$ cat src/sv/touch_adc_serial_interface_macros.svh
// ----------------------------------------------------------------------------
// Touch converter serial interface assertion macros
// Shared concurrent assertion forms used by the serial interface RTL.
// ----------------------------------------------------------------------------
`ifndef TOUCH_ADC_SERIAL_INTERFACE_MACROS_SVH
`define TOUCH_ADC_SERIAL_INTERFACE_MACROS_SVH

// Same-cycle implication, checked on the rising clock edge outside reset.
`define TASI_ASSERT_SAME(label, clk, rst_n, ante, cons, msg) \
  label: assert property (@(posedge clk) disable iff (!rst_n) (ante) |-> (cons)) \
    else $error(msg);

// Next-cycle implication, checked on the rising clock edge outside reset.
`define TASI_ASSERT_NEXT(label, clk, rst_n, ante, cons, msg) \
  label: assert property (@(posedge clk) disable iff (!rst_n) (ante) |=> (cons)) \
    else $error(msg);

`endif

$ cat src/sv/tasi_pkg.sv
// ----------------------------------------------------------------------------
// Touch converter serial interface package
// Widths, codes and shared types of the serial interface.
// ----------------------------------------------------------------------------
package tasi_pkg;

  localparam int SAMPLE_BITS = 12;
  localparam int SHIFT_BITS  = SAMPLE_BITS + 1;
  localparam int CMD_BITS    = 8;
  localparam int CMD_CNT_W   = 4;
  localparam int EIGHT_BITS  = 8;

  // Command byte layout.
  localparam int CMD_SINGLE_POS = 2;
  localparam int CMD_EIGHT_POS  = 3;
  localparam int CMD_CHAN_LSB   = 4;
  localparam int CMD_CHAN_MSB   = 6;

  typedef logic [SAMPLE_BITS-1:0] sample_t;
  typedef logic [SHIFT_BITS-1:0]  reply_t;
  typedef logic [CMD_BITS-1:0]    cmd_t;
  typedef logic [CMD_CNT_W-1:0]   cmd_cnt_t;

  localparam sample_t FULL_SCALE = {SAMPLE_BITS{1'b1}};
  // Keeps the top eight bits of a sample in place.
  localparam sample_t EIGHT_MASK = {{EIGHT_BITS{1'b1}}, {(SAMPLE_BITS-EIGHT_BITS){1'b0}}};
  localparam cmd_cnt_t CMD_LAST  = cmd_cnt_t'(CMD_BITS);

  typedef enum logic [1:0] {
    KIND_SELECT = 2'd0,
    KIND_CLOCK  = 2'd1,
    KIND_PEN    = 2'd2
  } kind_e;

  typedef enum logic [1:0] {
    CFG_TEMP_LOW  = 2'd0,
    CFG_TEMP_HIGH = 2'd1,
    CFG_AUX       = 2'd2,
    CFG_BATTERY   = 2'd3
  } cfg_idx_e;

  typedef enum logic [2:0] {
    CH_TEMP_LOW  = 3'd0,
    CH_Y         = 3'd1,
    CH_BATTERY   = 3'd2,
    CH_Z1        = 3'd3,
    CH_Z2        = 3'd4,
    CH_X         = 3'd5,
    CH_AUX       = 3'd6,
    CH_TEMP_HIGH = 3'd7
  } chan_e;

  // Everything the reply multiplexer can return.
  typedef struct packed {
    sample_t temp_low;
    sample_t temp_high;
    sample_t aux;
    sample_t battery;
    sample_t pos_x;
    sample_t pos_y;
    sample_t press_one;
    sample_t press_two;
  } sample_src_t;

  // Per-request strobes from the top level into the serial engine.
  typedef struct packed {
    logic bit_en;
    logic sel_clear;
    logic data_bit;
  } serial_ctl_t;

endpackage

$ cat src/sv/tasi_sample_sel.sv
// ----------------------------------------------------------------------------
// Touch converter sample selector
// Decodes a command byte into the sample code that the reply carries.
// ----------------------------------------------------------------------------
module tasi_sample_sel
  import tasi_pkg::*;
(
  input  cmd_t        cmd_i,
  input  sample_src_t src_i,
  output sample_t     sample_o
);

  chan_e   chan;
  logic    single;
  sample_t raw;

  assign chan   = chan_e'(cmd_i[CMD_CHAN_MSB:CMD_CHAN_LSB]);
  assign single = cmd_i[CMD_SINGLE_POS];

  // Differential mode only reaches the touch channels.
  always_comb begin
    unique case (chan)
      CH_TEMP_LOW:  raw = single ? src_i.temp_low : '0;
      CH_Y:         raw = src_i.pos_y;
      CH_BATTERY:   raw = single ? src_i.battery : '0;
      CH_Z1:        raw = src_i.press_one;
      CH_Z2:        raw = src_i.press_two;
      CH_X:         raw = src_i.pos_x;
      CH_AUX:       raw = single ? src_i.aux : '0;
      CH_TEMP_HIGH: raw = single ? src_i.temp_high : '0;
      default:      raw = '0;
    endcase
  end

  assign sample_o = cmd_i[CMD_EIGHT_POS] ? (raw & EIGHT_MASK) : raw;

endmodule

$ cat src/sv/tasi_serial.sv
// ----------------------------------------------------------------------------
// Touch converter serial engine
// Command byte shifter and reply shifter, one host bit per request.
// ----------------------------------------------------------------------------
module tasi_serial
  import tasi_pkg::*;
(
  input  logic        clk_i,
  input  logic        rst_ni,
  input  serial_ctl_t ctl_i,
  input  sample_src_t src_i,
  output logic        data_out_o
);

  cmd_t     cmd_q, cmd_d, cmd_next;
  cmd_cnt_t cnt_q, cnt_d, cnt_next;
  logic     started_q, started_d;
  reply_t   reply_q, reply_d;
  logic     take_bit;
  logic     done;
  sample_t  sample;

  // A one bit opens a command; once open, every bit is taken.
  assign take_bit = ctl_i.bit_en && (started_q || ctl_i.data_bit);
  assign cmd_next = {cmd_q[CMD_BITS-2:0], ctl_i.data_bit};
  assign cnt_next = (started_q ? cnt_q : '0) + cmd_cnt_t'(1);
  assign done     = take_bit && (cnt_next == CMD_LAST);

  tasi_sample_sel u_sample_sel (
    .cmd_i    (cmd_next),
    .src_i    (src_i),
    .sample_o (sample)
  );

  always_comb begin
    cmd_d      = cmd_q;
    cnt_d      = cnt_q;
    started_d  = started_q;
    reply_d    = reply_q;
    data_out_o = 1'b0;
    if (ctl_i.sel_clear) begin
      cmd_d = '0;
      cnt_d = '0;
    end
    if (take_bit) begin
      cmd_d     = cmd_next;
      cnt_d     = cnt_next;
      started_d = !done;
    end
    if (ctl_i.bit_en) begin
      // When a command completes, a zero is sent and the sample is loaded, MSB first.
      if (done) begin
        data_out_o = 1'b0;
        reply_d    = {sample, 1'b0};
      end else begin
        data_out_o = reply_q[SHIFT_BITS-1];
        reply_d    = {reply_q[SHIFT_BITS-2:0], 1'b0};
      end
    end
  end

  always_ff @(posedge clk_i or negedge rst_ni) begin
    if (!rst_ni) begin
      cmd_q     <= '0;
      cnt_q     <= '0;
      started_q <= 1'b0;
      reply_q   <= '0;
    end else begin
      cmd_q     <= cmd_d;
      cnt_q     <= cnt_d;
      started_q <= started_d;
      reply_q   <= reply_d;
    end
  end

endmodule

$ cat src/sv/touch_adc_serial_interface.sv
// ----------------------------------------------------------------------------
// Touch converter serial interface
// Host-side serial port and pen state of a touch-screen converter.
// ----------------------------------------------------------------------------
// Each input request carries one event: a chip-select change, one serial bit
// clock from the host, or a pen position update. Every request yields exactly
// one result request with the bit sent to the host and the pen-down line.
// Input and output channels use valid/ready. The configuration port is a
// plain write port (enable, index, data) for the four fixed channel codes;
// the user must write it only while no request is in flight; not enforced.
// The result of a request is registered in the output register and can be
// seen from the cycle after the request is accepted. Throughput is one request
// per cycle while the receiver takes each result; all command and reply state
// updates in the cycle of acceptance, so the next request sees it at once.
// The output register is the only buffer. While the receiver stalls with a
// result pending, in_ready_o stays low; when the result is taken, a new
// request can enter in the same cycle.
// Reset clears the command and reply shifters, the pen codes and the channel
// codes, deselects the port and drives the pen line high (pen up).
// ----------------------------------------------------------------------------
`include "touch_adc_serial_interface_macros.svh"

module touch_adc_serial_interface
  import tasi_pkg::*;
(
  input  logic                   clk_i,
  input  logic                   rst_ni,
  // Configuration write port.
  input  logic                   cfg_we_i,
  input  logic [1:0]             cfg_index_i,
  input  logic [SAMPLE_BITS-1:0] cfg_data_i,
  // Input requests.
  input  logic                   in_valid_i,
  output logic                   in_ready_o,
  input  logic [1:0]             kind_i,
  input  logic                   select_level_i,
  input  logic                   data_bit_i,
  input  logic [SAMPLE_BITS-1:0] pen_x_i,
  input  logic [SAMPLE_BITS-1:0] pen_y_i,
  input  logic [SAMPLE_BITS-1:0] pen_pressure_i,
  // Result requests.
  output logic                   out_valid_o,
  input  logic                   out_ready_i,
  output logic                   data_out_o,
  output logic                   pen_irq_n_o
);

  // Channel codes written by the host.
  sample_t temp_low_q, temp_high_q, aux_q, battery_q;
  // Pen state.
  sample_t pos_x_q, pos_y_q, press_one_q, press_two_q;
  logic    pen_line_q, pen_line_d;
  logic    sel_q;
  // Result register.
  logic    out_valid_q, data_out_q, pen_irq_n_q;

  logic        in_fire;
  kind_e       kind;
  logic        pen_fire;
  logic        serial_bit;
  serial_ctl_t ctl;
  sample_src_t src;

  // The result register parts both sides: a new request enters whenever the
  // register is empty or is being emptied in this cycle.
  assign in_ready_o = !out_valid_q || out_ready_i;
  assign in_fire    = in_valid_i && in_ready_o;
  assign kind       = kind_e'(kind_i);

  always_comb begin
    ctl      = '0;
    pen_fire = 1'b0;
    ctl.data_bit = data_bit_i;
    if (in_fire) begin
      case (kind)
        KIND_SELECT: ctl.sel_clear = select_level_i;
        KIND_CLOCK:  ctl.bit_en    = sel_q;
        KIND_PEN:    pen_fire      = 1'b1;
        default:     ctl           = '0;
      endcase
    end
  end

  // Pen line goes low exactly when a nonzero pressure is reported.
  assign pen_line_d = pen_fire ? (pen_pressure_i == '0) : pen_line_q;

  assign src = '{
    temp_low:  temp_low_q,
    temp_high: temp_high_q,
    aux:       aux_q,
    battery:   battery_q,
    pos_x:     pos_x_q,
    pos_y:     pos_y_q,
    press_one: press_one_q,
    press_two: press_two_q
  };

  tasi_serial u_serial (
    .clk_i      (clk_i),
    .rst_ni     (rst_ni),
    .ctl_i      (ctl),
    .src_i      (src),
    .data_out_o (serial_bit)
  );

  // Configuration registers.
  always_ff @(posedge clk_i or negedge rst_ni) begin
    if (!rst_ni) begin
      temp_low_q  <= '0;
      temp_high_q <= '0;
      aux_q       <= '0;
      battery_q   <= '0;
    end else if (cfg_we_i) begin
      unique case (cfg_idx_e'(cfg_index_i))
        CFG_TEMP_LOW:  temp_low_q  <= cfg_data_i;
        CFG_TEMP_HIGH: temp_high_q <= cfg_data_i;
        CFG_AUX:       aux_q       <= cfg_data_i;
        CFG_BATTERY:   battery_q   <= cfg_data_i;
        default:       temp_low_q  <= temp_low_q;
      endcase
    end
  end

  // Chip select and pen state. Deselecting only drops the select flag; the
  // serial engine clears its command shifter on selection.
  always_ff @(posedge clk_i or negedge rst_ni) begin
    if (!rst_ni) begin
      sel_q       <= 1'b0;
      pos_x_q     <= '0;
      pos_y_q     <= '0;
      press_one_q <= '0;
      press_two_q <= '0;
      pen_line_q  <= 1'b1;
    end else begin
      if (in_fire && (kind == KIND_SELECT)) begin
        sel_q <= select_level_i;
      end
      if (pen_fire) begin
        pos_x_q     <= pen_x_i;
        pos_y_q     <= pen_y_i;
        press_one_q <= pen_pressure_i;
        press_two_q <= FULL_SCALE - pen_pressure_i;
      end
      pen_line_q <= pen_line_d;
    end
  end

  // Result register.
  always_ff @(posedge clk_i or negedge rst_ni) begin
    if (!rst_ni) begin
      out_valid_q <= 1'b0;
      data_out_q  <= 1'b0;
      pen_irq_n_q <= 1'b1;
    end else begin
      if (in_fire) begin
        out_valid_q <= 1'b1;
        data_out_q  <= serial_bit;
        pen_irq_n_q <= pen_line_d;
      end else if (out_ready_i) begin
        out_valid_q <= 1'b0;
      end
    end
  end

  assign out_valid_o = out_valid_q;
  assign data_out_o  = data_out_q;
  assign pen_irq_n_o = pen_irq_n_q;

  // A stalled result must block new requests.
  `TASI_ASSERT_SAME(a_stall_blocks, clk_i, rst_ni, out_valid_q && !out_ready_i,
                    !in_ready_o, "request accepted over a stalled result")
  // Only a bit clock can put a one on the host data line.
  `TASI_ASSERT_NEXT(a_data_only_clock, clk_i, rst_ni, in_fire && (kind_i != KIND_CLOCK),
                    out_valid_o && !data_out_o, "data bit driven outside a bit clock")
  // A touching pen pulls the pen line low in its own result.
  `TASI_ASSERT_NEXT(a_pen_down, clk_i, rst_ni,
                    in_fire && (kind_i == KIND_PEN) && (pen_pressure_i != '0),
                    out_valid_o && !pen_irq_n_o, "pen down not reported")
  // Deselecting drops the select flag.
  `TASI_ASSERT_NEXT(a_deselect, clk_i, rst_ni,
                    in_fire && (kind_i == KIND_SELECT) && !select_level_i,
                    !sel_q, "port still selected after deselect")

endmodule
$ cat config.mk
export PLATFORM = sky130hd
export DESIGN_NAME = touch_adc_serial_interface
export DESIGN_NICKNAME = d
export VERILOG_FILES = /design/src/sv/tasi_pkg.sv /design/src/sv/tasi_sample_sel.sv /design/src/sv/tasi_serial.sv /design/src/sv/touch_adc_serial_interface.sv
export VERILOG_INCLUDE_DIRS = /design/src /design/src/sv
export SDC_FILE = /design/constraint.sdc
export NUM_CORES = 1
export LEC_CHECK = 0
export ABC_CLOCK_PERIOD_IN_PS = 2500
export BUFFER_PORTS_ARGS = -buffer_cell sky130_fd_sc_hd__buf_2
export CAP_MARGIN = 20
export CORE_ASPECT_RATIO = 0.75
export CORE_MARGIN = 1.5
export CORE_UTILIZATION = 58
export DETAILED_ROUTE_END_ITERATION = 7
export HOLD_SLACK_MARGIN = 0.12
export PLACE_DENSITY = 0.79
export SYNTH_ARGS = -nofsm -noshare
export SYNTH_HDL_FRONTEND = slang
export SYNTH_SLANG_ARGS = --single-unit
$ cat constraint.sdc
create_clock -name clk_i -period 2.5 [get_ports clk_i]
set_clock_uncertainty 0.05 [all_clocks]
set_input_delay 0.5 -clock clk_i [delete_from_list [all_inputs] [get_ports clk_i]]
set_output_delay 0.5 -clock clk_i [all_outputs]
set_load 0.05 [all_outputs]
* Word-level counts from Yosys, hierarchy flattened
Index checks and enable logic that the tools add are counted.
Word-level totals: input port bits 59, flip-flop bits (word level) 125, output and inout port bits 4, word-level logic and storage cells 74
Operators by class: reductions and logical operators 19, equality and inequality tests 13, add/subtract/negate cells 2, mux-type cells 23
Operators with widths (number):
- $pmux 12 s8 | 1
- $mux 12 | 4
- $mux 4 | 4
- $mux 13 | 1
- $eq 3x3->1 const B | 4
- $logic_not 12->1 | 1
- $mux 6 | 2
- $sub 12x12->12 const A | 1
- $mux 1 | 10
- $reduce_and 2->1 | 4
- $eq 2x2->1 const B | 3
- $eq 3x2->1 const B | 2
- $add 4x1->4 const B | 1
- $eq 2x1->1 const B | 2
- $eq 4x4->1 const B | 1
- $logic_and 1x1->1 | 4
- $logic_not 2->1 | 2
- $reduce_bool 2->1 | 2
- $eq 3x1->1 const B | 1
- $logic_not 3->1 | 1
- $mux 3 | 1
- $reduce_or 3->1 | 1
- $logic_not 1->1 | 2
- $logic_or 1x1->1 | 2

* Longest topological paths before layout
Gate-level depths: netlist of run 1.
depth in word-level cells 9, depth in mapped cells 8, mapped depth without buffers 7

* Modules after synthesis
From an unflattened synthesis of run 1, not the netlist that was laid out.
Second synthesis, totals: cell total of the unflattened synthesis 482, area, all modules 6003.3 µm²
Modules (own cells, without submodules):
- touch_adc_serial_interface | seq. area each 2529.9 µm², area each 3931.3 µm², cells an instance 243, instances 1
- tasi_serial | seq. area each 600.6 µm², area each 1106.1 µm², cells an instance 102, instances 1
- tasi_sample_sel | seq. area each 0.0 µm², area each 965.9 µm², cells an instance 137, instances 1

* Worst setup path after synthesis of run 1
No wires, ideal clock.
path kind register to register, start register out_valid_q (netlist: out_valid_o), end register u_serial.reply_q[10], arrival 2.163 ns, clock period less this slack 2.345 ns, cell stages (with the launch flop) 8, buffers on the path 2, data required time 2.318 ns, library setup time 0.132 ns, path slack 0.155 ns, cell sequence dfrtp_1 > nand2b_1 > buf_2 > nand4_4 > or3_4 > buf_6 > a2111oi_1 > o21ai_1
On the way: word-level cells in the longest chain between the ends 8
Ends and longest elaborated chain:
- start: declaration | RTL line touch_adc_serial_interface.sv:55 | logic out_valid_q, data_out_q, pen_irq_n_q;
- start signal: assignment | RTL line touch_adc_serial_interface.sv:151 | out_valid_q <= 1'b0;
- start signal: assignment | RTL line touch_adc_serial_interface.sv:156 | out_valid_q <= 1'b1;
- start signal: assignment | RTL line touch_adc_serial_interface.sv:160 | out_valid_q <= 1'b0;
- $logic_not 1->1 * | RTL line touch_adc_serial_interface.sv:66 | assign in_ready_o = !out_valid_q || out_ready_i;
- $logic_or 1x1->1 * | RTL line touch_adc_serial_interface.sv:66
- named net in_ready_o | RTL line touch_adc_serial_interface.sv:34 | output logic in_ready_o,
- $logic_and 1x1->1 * | RTL line touch_adc_serial_interface.sv:67 | assign in_fire = in_valid_i && in_ready_o;
- $mux 3 * | RTL line touch_adc_serial_interface.sv:74 | if (in_fire) begin
- $logic_or 1x1->1 | RTL line tasi_serial.sv:24 | assign take_bit = ctl_i.bit_en && (started_q || ctl_i.data_bit);
- $logic_and 1x1->1 | RTL line tasi_serial.sv:24
- $logic_and 1x1->1 | RTL line tasi_serial.sv:27 | assign done = take_bit && (cnt_next == CMD_LAST);
- $mux 13 | RTL line tasi_serial.sv:52 | if (done) begin
- end signal: assignment | RTL line tasi_serial.sv:72 | reply_q <= reply_d;
- end: declaration | RTL line tasi_serial.sv:18 | reply_t reply_q, reply_d;
Mark *: on every way through the listed nets, which the timed path passes. The rest lies on a longest branch. A chain may end at the register's enable or synchronous reset.

* Final worst setup path of run 1
start register u_serial.started_q, end register u_serial.reply_q[9]
On the way: word-level cells in the longest chain between the ends 5, elaborated cells between the ends (all ways) 7, classes of those cells 1 x add/sub; 1 x eq/ne; 2 x mux; 3 x reduce/logical
Ends and longest elaborated chain:
- start: declaration | RTL line tasi_serial.sv:17 | logic started_q, started_d;
- start signal: assignment | RTL line tasi_serial.sv:71 | started_q <= started_d;
- $mux 4 | RTL line tasi_serial.sv:26 | assign cnt_next = (started_q ? cnt_q : '0) + cmd_cnt_t'(1);
- $add 4x1->4 | RTL line tasi_serial.sv:26
- $eq 4x4->1 | RTL line tasi_serial.sv:27
- $logic_and 1x1->1 * | RTL line tasi_serial.sv:27
- $mux 13 * | RTL line tasi_serial.sv:52
Every way passes the cells marked *; elsewhere a longest branch is shown, timed or not.

==> flow_summary.toml, run 1 <==
[timing]
layout_setup_ws_ns = 0.0797
setup_violations = 0
hold_viol = 0
period_share_pct = 96.8
fmax_ghz = 0.413
worstMarginPinSlew_ns = 0.693
drv_slew = 0
maxSlewHeadroom_pct = 53.7
period_needed_ns = 2.42

[routing]
ant_nets = 0
route.vias.total = 4478
drc_errors = 0
dr.pass1.iters = 6
wl_um = 14000
viasPerCell = 5.93
drtIter0Drc = 366
wl_per_cell_um = 18.6

[logic_synthesis]
synth.distinct_cells = 46
synth_warnings = 0
async_flop_share_pct = 100
avgSynthCellArea_um2 = 10.5
syn-cell-area_um2 = 5670
synth_flop_cell = "dfrtp_1"
synth.yosys.seq_area_share_pct = 54.7
synth_top_area_share_pct = 53.8
synth-edff-count = 0
synth_fp_nets = 602
synth_seq_cells = 124
synthCells = 541
synth.largest_area_cell = "dfrtp_1"
synthTopCellsByArea = "dfrtp_1 54%, mux2_2 12%, nand2_1 9.4%, mux2i_1 3.9%, a21oi_1 1.9%"

[critical_path]
critPathLaunchType = "register"
crit_path_end_kind = "register"
cp_max_fo = 7
cp-endpoint = "u_serial.reply_q[9]"
r2r_slack_ns = 0.08
r2r_end = "u_serial.reply_q[9]"
worstRegToRegCells = 7
startpoint = "u_serial.started_q"
critPathKind = "reg2reg"
crit_arrival_ns = 2.67
timing.rr.start = "u_serial.started_q"
critical_path_required_ns = 2.75

[power]
irDropWorstVdd_mv = 0.562
p_sw_share_pct = 25.9
p_sw_mw = 1.52
seqPwrFrac_pct = 44.8
leakage_nw = 3.10
powerDensity_nw_per_um2 = 857
clkPwrFrac_pct = 42.2
internal_power_mw = 4.35
power_frac_comb_pct = 13.0

[clocking]
clk_pin_slew_ns = 0.06
root_buffer = "clkbuf_16"
cts_tree = "built"
insertion_delay_ns = 0.42
numCtsBuffers = 17
htreeDepth = 4
cts_sinks = 124
clock_path_buffers = 2

[die]
die_w_um = 117
rows = 31
ioPinCount = 63
die_area_um2 = 10400
start_util_pct = 59.2
core_um2 = 9580
dieHeight_um = 88.7

[final_layout]
mostFrequentLayoutCells = "142 x nand2_1, 121 x dfrtp_1, 61 x buf_2"
antennaDiodeCount = 0
layout-drive-gt1-share_pct = 28.7
final_common_cell = "nand2_1"
multiInputGateArea_um2 = 2460
regArea_um2 = 3110
n_fill_cell = 693
fin_util_pct = 71.5
nets = 671
synthToLayoutAreaGrowth_pct = 20.7

[global_route]
grt_max_degree = 57
grt_antenna_before_repair = 0
grt_pass1_vias = 4552
grt.total_usage_pct = 29.5
grt_pass1_wl_um = 22600
grt_overflow = 0

[placed_design]
pre_cts_ws_ns = 0.0383
gp_congestion = 0.867
port_buffers = 62
place_hpwl_um = 9120

[job]
maxCapViolations = 0

[min_path]
hold_path_class = "in2reg"

[status]
status = "complete, no violations"
==> cells in the mapped netlist (2+ instances only) <==
| cell | count |
|---|---|
| a31oi_1 | 2 |
| nand2b_1 | 6 |
| o21ai_0 | 19 |
| a2111o_1 | 2 |
| nor3b_1 | 2 |
| a211oi_1 | 3 |
| nand3b_1 | 2 |
| dfstp_2 | 2 |
| and2_1 | 2 |
| mux2_2 | 58 |
| o21a_1 | 2 |
| nor4_1 | 4 |
| a22oi_1 | 7 |
| ha_1 | 2 |
| o21ai_1 | 3 |
| a222oi_1 | 2 |
| a22o_1 | 7 |
| o22ai_1 | 7 |
| o2bb2ai_1 | 4 |
| buf_1 | 8 |
| nor2b_1 | 2 |
| nand2_1 | 142 |
| nor3_1 | 4 |
| dfrtp_1 | 122 |
| a2111oi_1 | 3 |
| nand3_1 | 6 |
| a21oi_1 | 22 |
| inv_1 | 4 |
| nor2_1 | 28 |
| a32o_1 | 2 |
| buf_2 | 11 |
| mux2i_1 | 22 |
| xor2_1 | 2 |
| clkbuf_1 | 12 |
| a2111oi_0 | 4 |
==> state kept, by name (all words and copies together) (netlist names) <==
name and cells:
out_valid_o 1, temp_low_q 12, temp_high_q 12, u_serial.started_q 1, u_serial.cmd_q 6, sel_q 1
battery_q 12, pos_y_q 12, u_serial.cnt_q 4, press_two_q 12, pos_x_q 12, data_out_o 1
u_serial.reply_q 12, aux_q 12, pen_line_q 1, press_one_q 12, pen_irq_n_o 1
==> through the flow <==
stage / cell area, µm² / total power [mW] / TNS (ns) / instances / hold slack, ns
after floorplan: 5670 / 3.06 / 0 / 541 / 0.154
after CTS: 6800 / 5.85 / 0 / 752 / 0.205
after global placement: 6190 / 3.31 / 0 / 719 / 0.404
after global routing: 6850 / 6.12 / -0.0162 / 755 / 0.218
after detailed placement: 6190 / 3.38 / 0 / 719 / 0.415
final: 6850 / 5.87 / 0 / 755 / 0.217
==> worst min path at each step <==
stage | from | end | depth (start not counted)
finish | pen_y_i[6] | pos_y_q[6] | 3
global route | pen_pressure_i[4] | press_two_q[4] | 2
CTS | pen_y_i[6] | pos_y_q[6] | 3
detailed placement | pos_y_q[0] | pos_y_q[0] | 2
global placement | pos_y_q[0] | pos_y_q[0] | 2
floorplan | rst_ni | aux_q[0] | 0
==> per-layer routing <==
metal  track usage [%]  routed length (µm)  part of all wire [%]  vias up
met2              47.0                6870                    49      184
met4              10.3                 264                   1.9        0
met5                 0                   0                     0        -
met3              9.59                 963                   6.9       21
li1                  -                   -                     -     2028
met1              38.5                5920                    42     2245
==> what timing repair did <==
action | CTS | global route
buffers inserted | 0 | 2
endpoints found under the hold margin | 42 | 0
gates resized for setup | 0 | 9
setup endpoints to repair | 0 | 6
hold buffers | 1 | 0
==> critical path, stage by stage (launching register included) <==
cell and delay [ns]:
dfrtp_2 0.43, and2_1 0.17, ha_1 0.24, xor2_1 0.16, or2_1 0.29, or3_4 0.43, a2111oi_1 0.39, o21ai_1 0.13
==> power by group through the flow <==
stage / logic, mW / clock network, mW / registers [mW]
after floorplan: 0.505 / 0 / 2.56
after global placement: 0.689 / 0 / 2.62
final: 0.764 / 2.47 / 2.63
after detailed placement: 0.731 / 0 / 2.64
after global routing: 0.855 / 2.60 / 2.66
after CTS: 0.742 / 2.49 / 2.62
==> area by class of cell <==
| class | count | area share (%) |
|---|---|---|
| Tap cell | 132 | 2.41 |
| Clock inverter | 10 | 2.06 |
| Multi-Input combinational cell | 382 | 35.9 |
| Sequential cell | 124 | 45.4 |
| Inverter | 4 | 0.219 |
| Timing Repair Buffer | 81 | 7.42 |
| Clock buffer | 22 | 6.63 |
==> kinds of logic (layout without fill, tap and decap cells) <==
group / count (synthesis) / after routing / share of synthesized area [%]
compound gates: 93 / 93 / 11.0
xor+xnor: 2 / 2 / 0.309
fa+ha+maj: 2 / 2 / 0.441
buf+inv: 36 / 117 / 2.76
flops: 124 / 124 / 54.7
mux: 80 / 80 / 15.4
simple gates: 204 / 205 / 15.4
Note: power is estimated with default switching activity, not from simulation.
==> run 2, diff against run 1 <==
--- a/config.mk
+++ b/config.mk
@@ -6,15 +6,16 @@
 export SDC_FILE = /design/constraint.sdc
 export NUM_CORES = 1
 export LEC_CHECK = 0
-export ABC_CLOCK_PERIOD_IN_PS = 2500
+export ABC_CLOCK_PERIOD_IN_PS = 1980
 export BUFFER_PORTS_ARGS = -buffer_cell sky130_fd_sc_hd__buf_2
-export CAP_MARGIN = 20
+export CELL_PAD_IN_SITES_DETAIL_PLACEMENT = 1
+export CELL_PAD_IN_SITES_GLOBAL_PLACEMENT = 1
 export CORE_ASPECT_RATIO = 0.75
 export CORE_MARGIN = 1.5
-export CORE_UTILIZATION = 58
+export CORE_UTILIZATION = 42
 export DETAILED_ROUTE_END_ITERATION = 7
 export HOLD_SLACK_MARGIN = 0.12
-export PLACE_DENSITY = 0.79
+export PLACE_DENSITY_LB_ADDON = 0.1
 export SYNTH_ARGS = -nofsm -noshare
 export SYNTH_HDL_FRONTEND = slang
 export SYNTH_SLANG_ARGS = --single-unit
==> constraint.sdc (replaced) <==
create_clock -name clk_i -period 1.98 [get_ports clk_i]
set_clock_uncertainty 0.05 [all_clocks]
set_input_delay 0.396 -clock clk_i [delete_from_list [all_inputs] [get_ports clk_i]]
set_output_delay 0.396 -clock clk_i [all_outputs]
set_load 0.05 [all_outputs]
==> run 2 against run 1 <==
- the flow now finishes with violations (negative setup slack)
- global-route usage decreased by 4.1 points
- flip-flop and latch count unchanged
- sequential power up 27%
- non-clock buffer count increased by 52
- via count rose by 2.9%
- register-to-register slack worse by 0.35 ns
- hold slack worse by 0.087 ns
- cell area is 11% higher
- worst setup slack got worse by 0.35 ns
- core utilization down 14 points
==> flow_summary.toml, run 2 (synthesized netlist as in run 1, its figures left out) <==
[final_layout]
antennaDiodeCount = 0
layout-drive-gt1-share_pct = 33.5
final_common_cell = "nand2_1"
nets = 723
synthToLayoutAreaGrowth_pct = 33.5
stdcell_count = 846
mostFrequentLayoutCells = "142 x nand2_1, 121 x dfrtp_1, 61 x buf_2"

[global_route]
grt_pass1_vias = 4998
grt.total_usage_pct = 25.5
grt_antenna_before_repair = 0
grt_max_degree = 39
grt_pass1_wl_um = 27000
grt_overflow = 0

[critical_path]
cpLargestDelayFamily = "simple AND/OR/NAND/NOR gates"
slowest_stage = "or3_4"
critPathLaunchType = "register"
critPathKind = "reg2reg"
startpoint = "u_serial.started_q"
timing.rr.start = "u_serial.started_q"
worstPathCellList = "and2_4 -> ha_4 -> xor2_2 -> or2_4 -> or3_4 -> a2111oi_2 -> o21ai_1"
crit_buf_inv = 0
crit_arrival_ns = 2.51
crit_path_end_kind = "register"
cp_max_fo = 6
r2r_slack_ns = -0.27
max_stage_delay_ns = 0.47
critical_path_required_ns = 2.23

[timing]
worstMarginPinSlew_ns = 0.664
layout_setup_ws_ns = -0.274
maxSlewHeadroom_pct = 55.7
period_share_pct = 114
hold_viol = 0
drv_slew = 0
rsz0062_at_grt = "yes"
setup_violations = 12
fmax_ghz = 0.444
period_needed_ns = 2.25
setup_tns_ns = -2.50

[power]
powerDensity_nw_per_um2 = 1050
leakage_nw = 3.41
irDropWorstVdd_mv = 1.10

[routing]
drtIter0Drc = 281
drc_errors = 0
ant_nets = 0
dr.pass1.iters = 6
wl_um = 16700
route.vias.total = 4607
wl_per_cell_um = 19.8
viasPerCell = 5.45

[clocking]
root_buffer = "clkbuf_16"
clk_pin_slew_ns = 0.06
insertion_delay_ns = 0.43
numCtsBuffers = 17
htreeDepth = 4
cts_sinks = 124
clock_path_buffers = 2
cts_tree = "built"

[placed_design]
gp_congestion = 0.798
place_inst = 784
place_hpwl_um = 11200
pre_cts_ws_ns = -0.355
port_buffers = 62

[die]
die_w_um = 137
ioPinCount = 63
die_area_um2 = 14200
core_um2 = 13100
dieHeight_um = 104
rows = 36
start_util_pct = 43.3

[job]
maxCapViolations = 0

[status]
violations = "negative setup slack"
status = "finished with violations"

[min_path]
hp-start = "pen_y_i[11]"
hold_path_class = "in2reg"
run 2: area by class of cell:
class | instances | area (µm²)
fillers | 1391 | 5530
inverters | 4 | 15.0
well taps | 171 | 214
clock buffers | 18 | 439
repair buffers | 133 | 998
flip-flops and latches | 124 | 3110
multi-input cells | 382 | 2590
clock inverters | 14 | 218
run 2: worst paths after layout:
path,cells past startpoint,end
worst max-delay path,7,u_serial.reply_q[10]
worst min-delay path,3,pos_y_q[11]
worst max register to register,7,u_serial.reply_q[10]
worst min register to register,2,press_one_q[0]
max in group asynchronous,3,pen_line_q
min in group asynchronous,2,pos_x_q[4]
run 2: per-layer routing:
metal	GRT usage [%]	share of wire, %	vias to the layer above
met3	5.78	4.1	16
met1	34.6	46	2361
met4	7.29	1.2	0
li1	-	-	2133
met5	0	0	-
met2	40.8	49	97
run 2: stage by stage:
stage	hold WS, ns	total power [mW]	cell area, µm²	util (%)
2_1_floorplan	0.0504	3.89	5720	-
3_3_place_gp	0.313	4.32	6510	49.6
3_5_place_dp	0.319	4.40	6510	49.6
4_1_cts	0.123	7.97	7510	57.3
5_1_grt	0.132	8.27	7580	57.8
6_report	0.130	7.93	7580	57.8
run 2: timing repair:
item	4_1_cts	5_1_grt
resized for setup	21	6
cloned	1	0
setup buffers	6	3
endpoints found under the hold margin	42	0
setup endpoints to repair	12	13
pin swaps	6	11
hold buffers	20	0
run 2: tightest hold or removal path: cells and delay by family:
| family | cells | cell delay, ns |
|---|---|---|
| AND/OR/NAND/NOR | 2 | 0.10 |
| buffers and inverters | 1 | 0.08 |
run 2: report_power, final:
part	internal [mW]	switching, mW	leakage (nW)
Clock	2.27	1.20	0.312
Sequential	3.01	0.320	1.52
Combinational	0.577	0.562	1.59
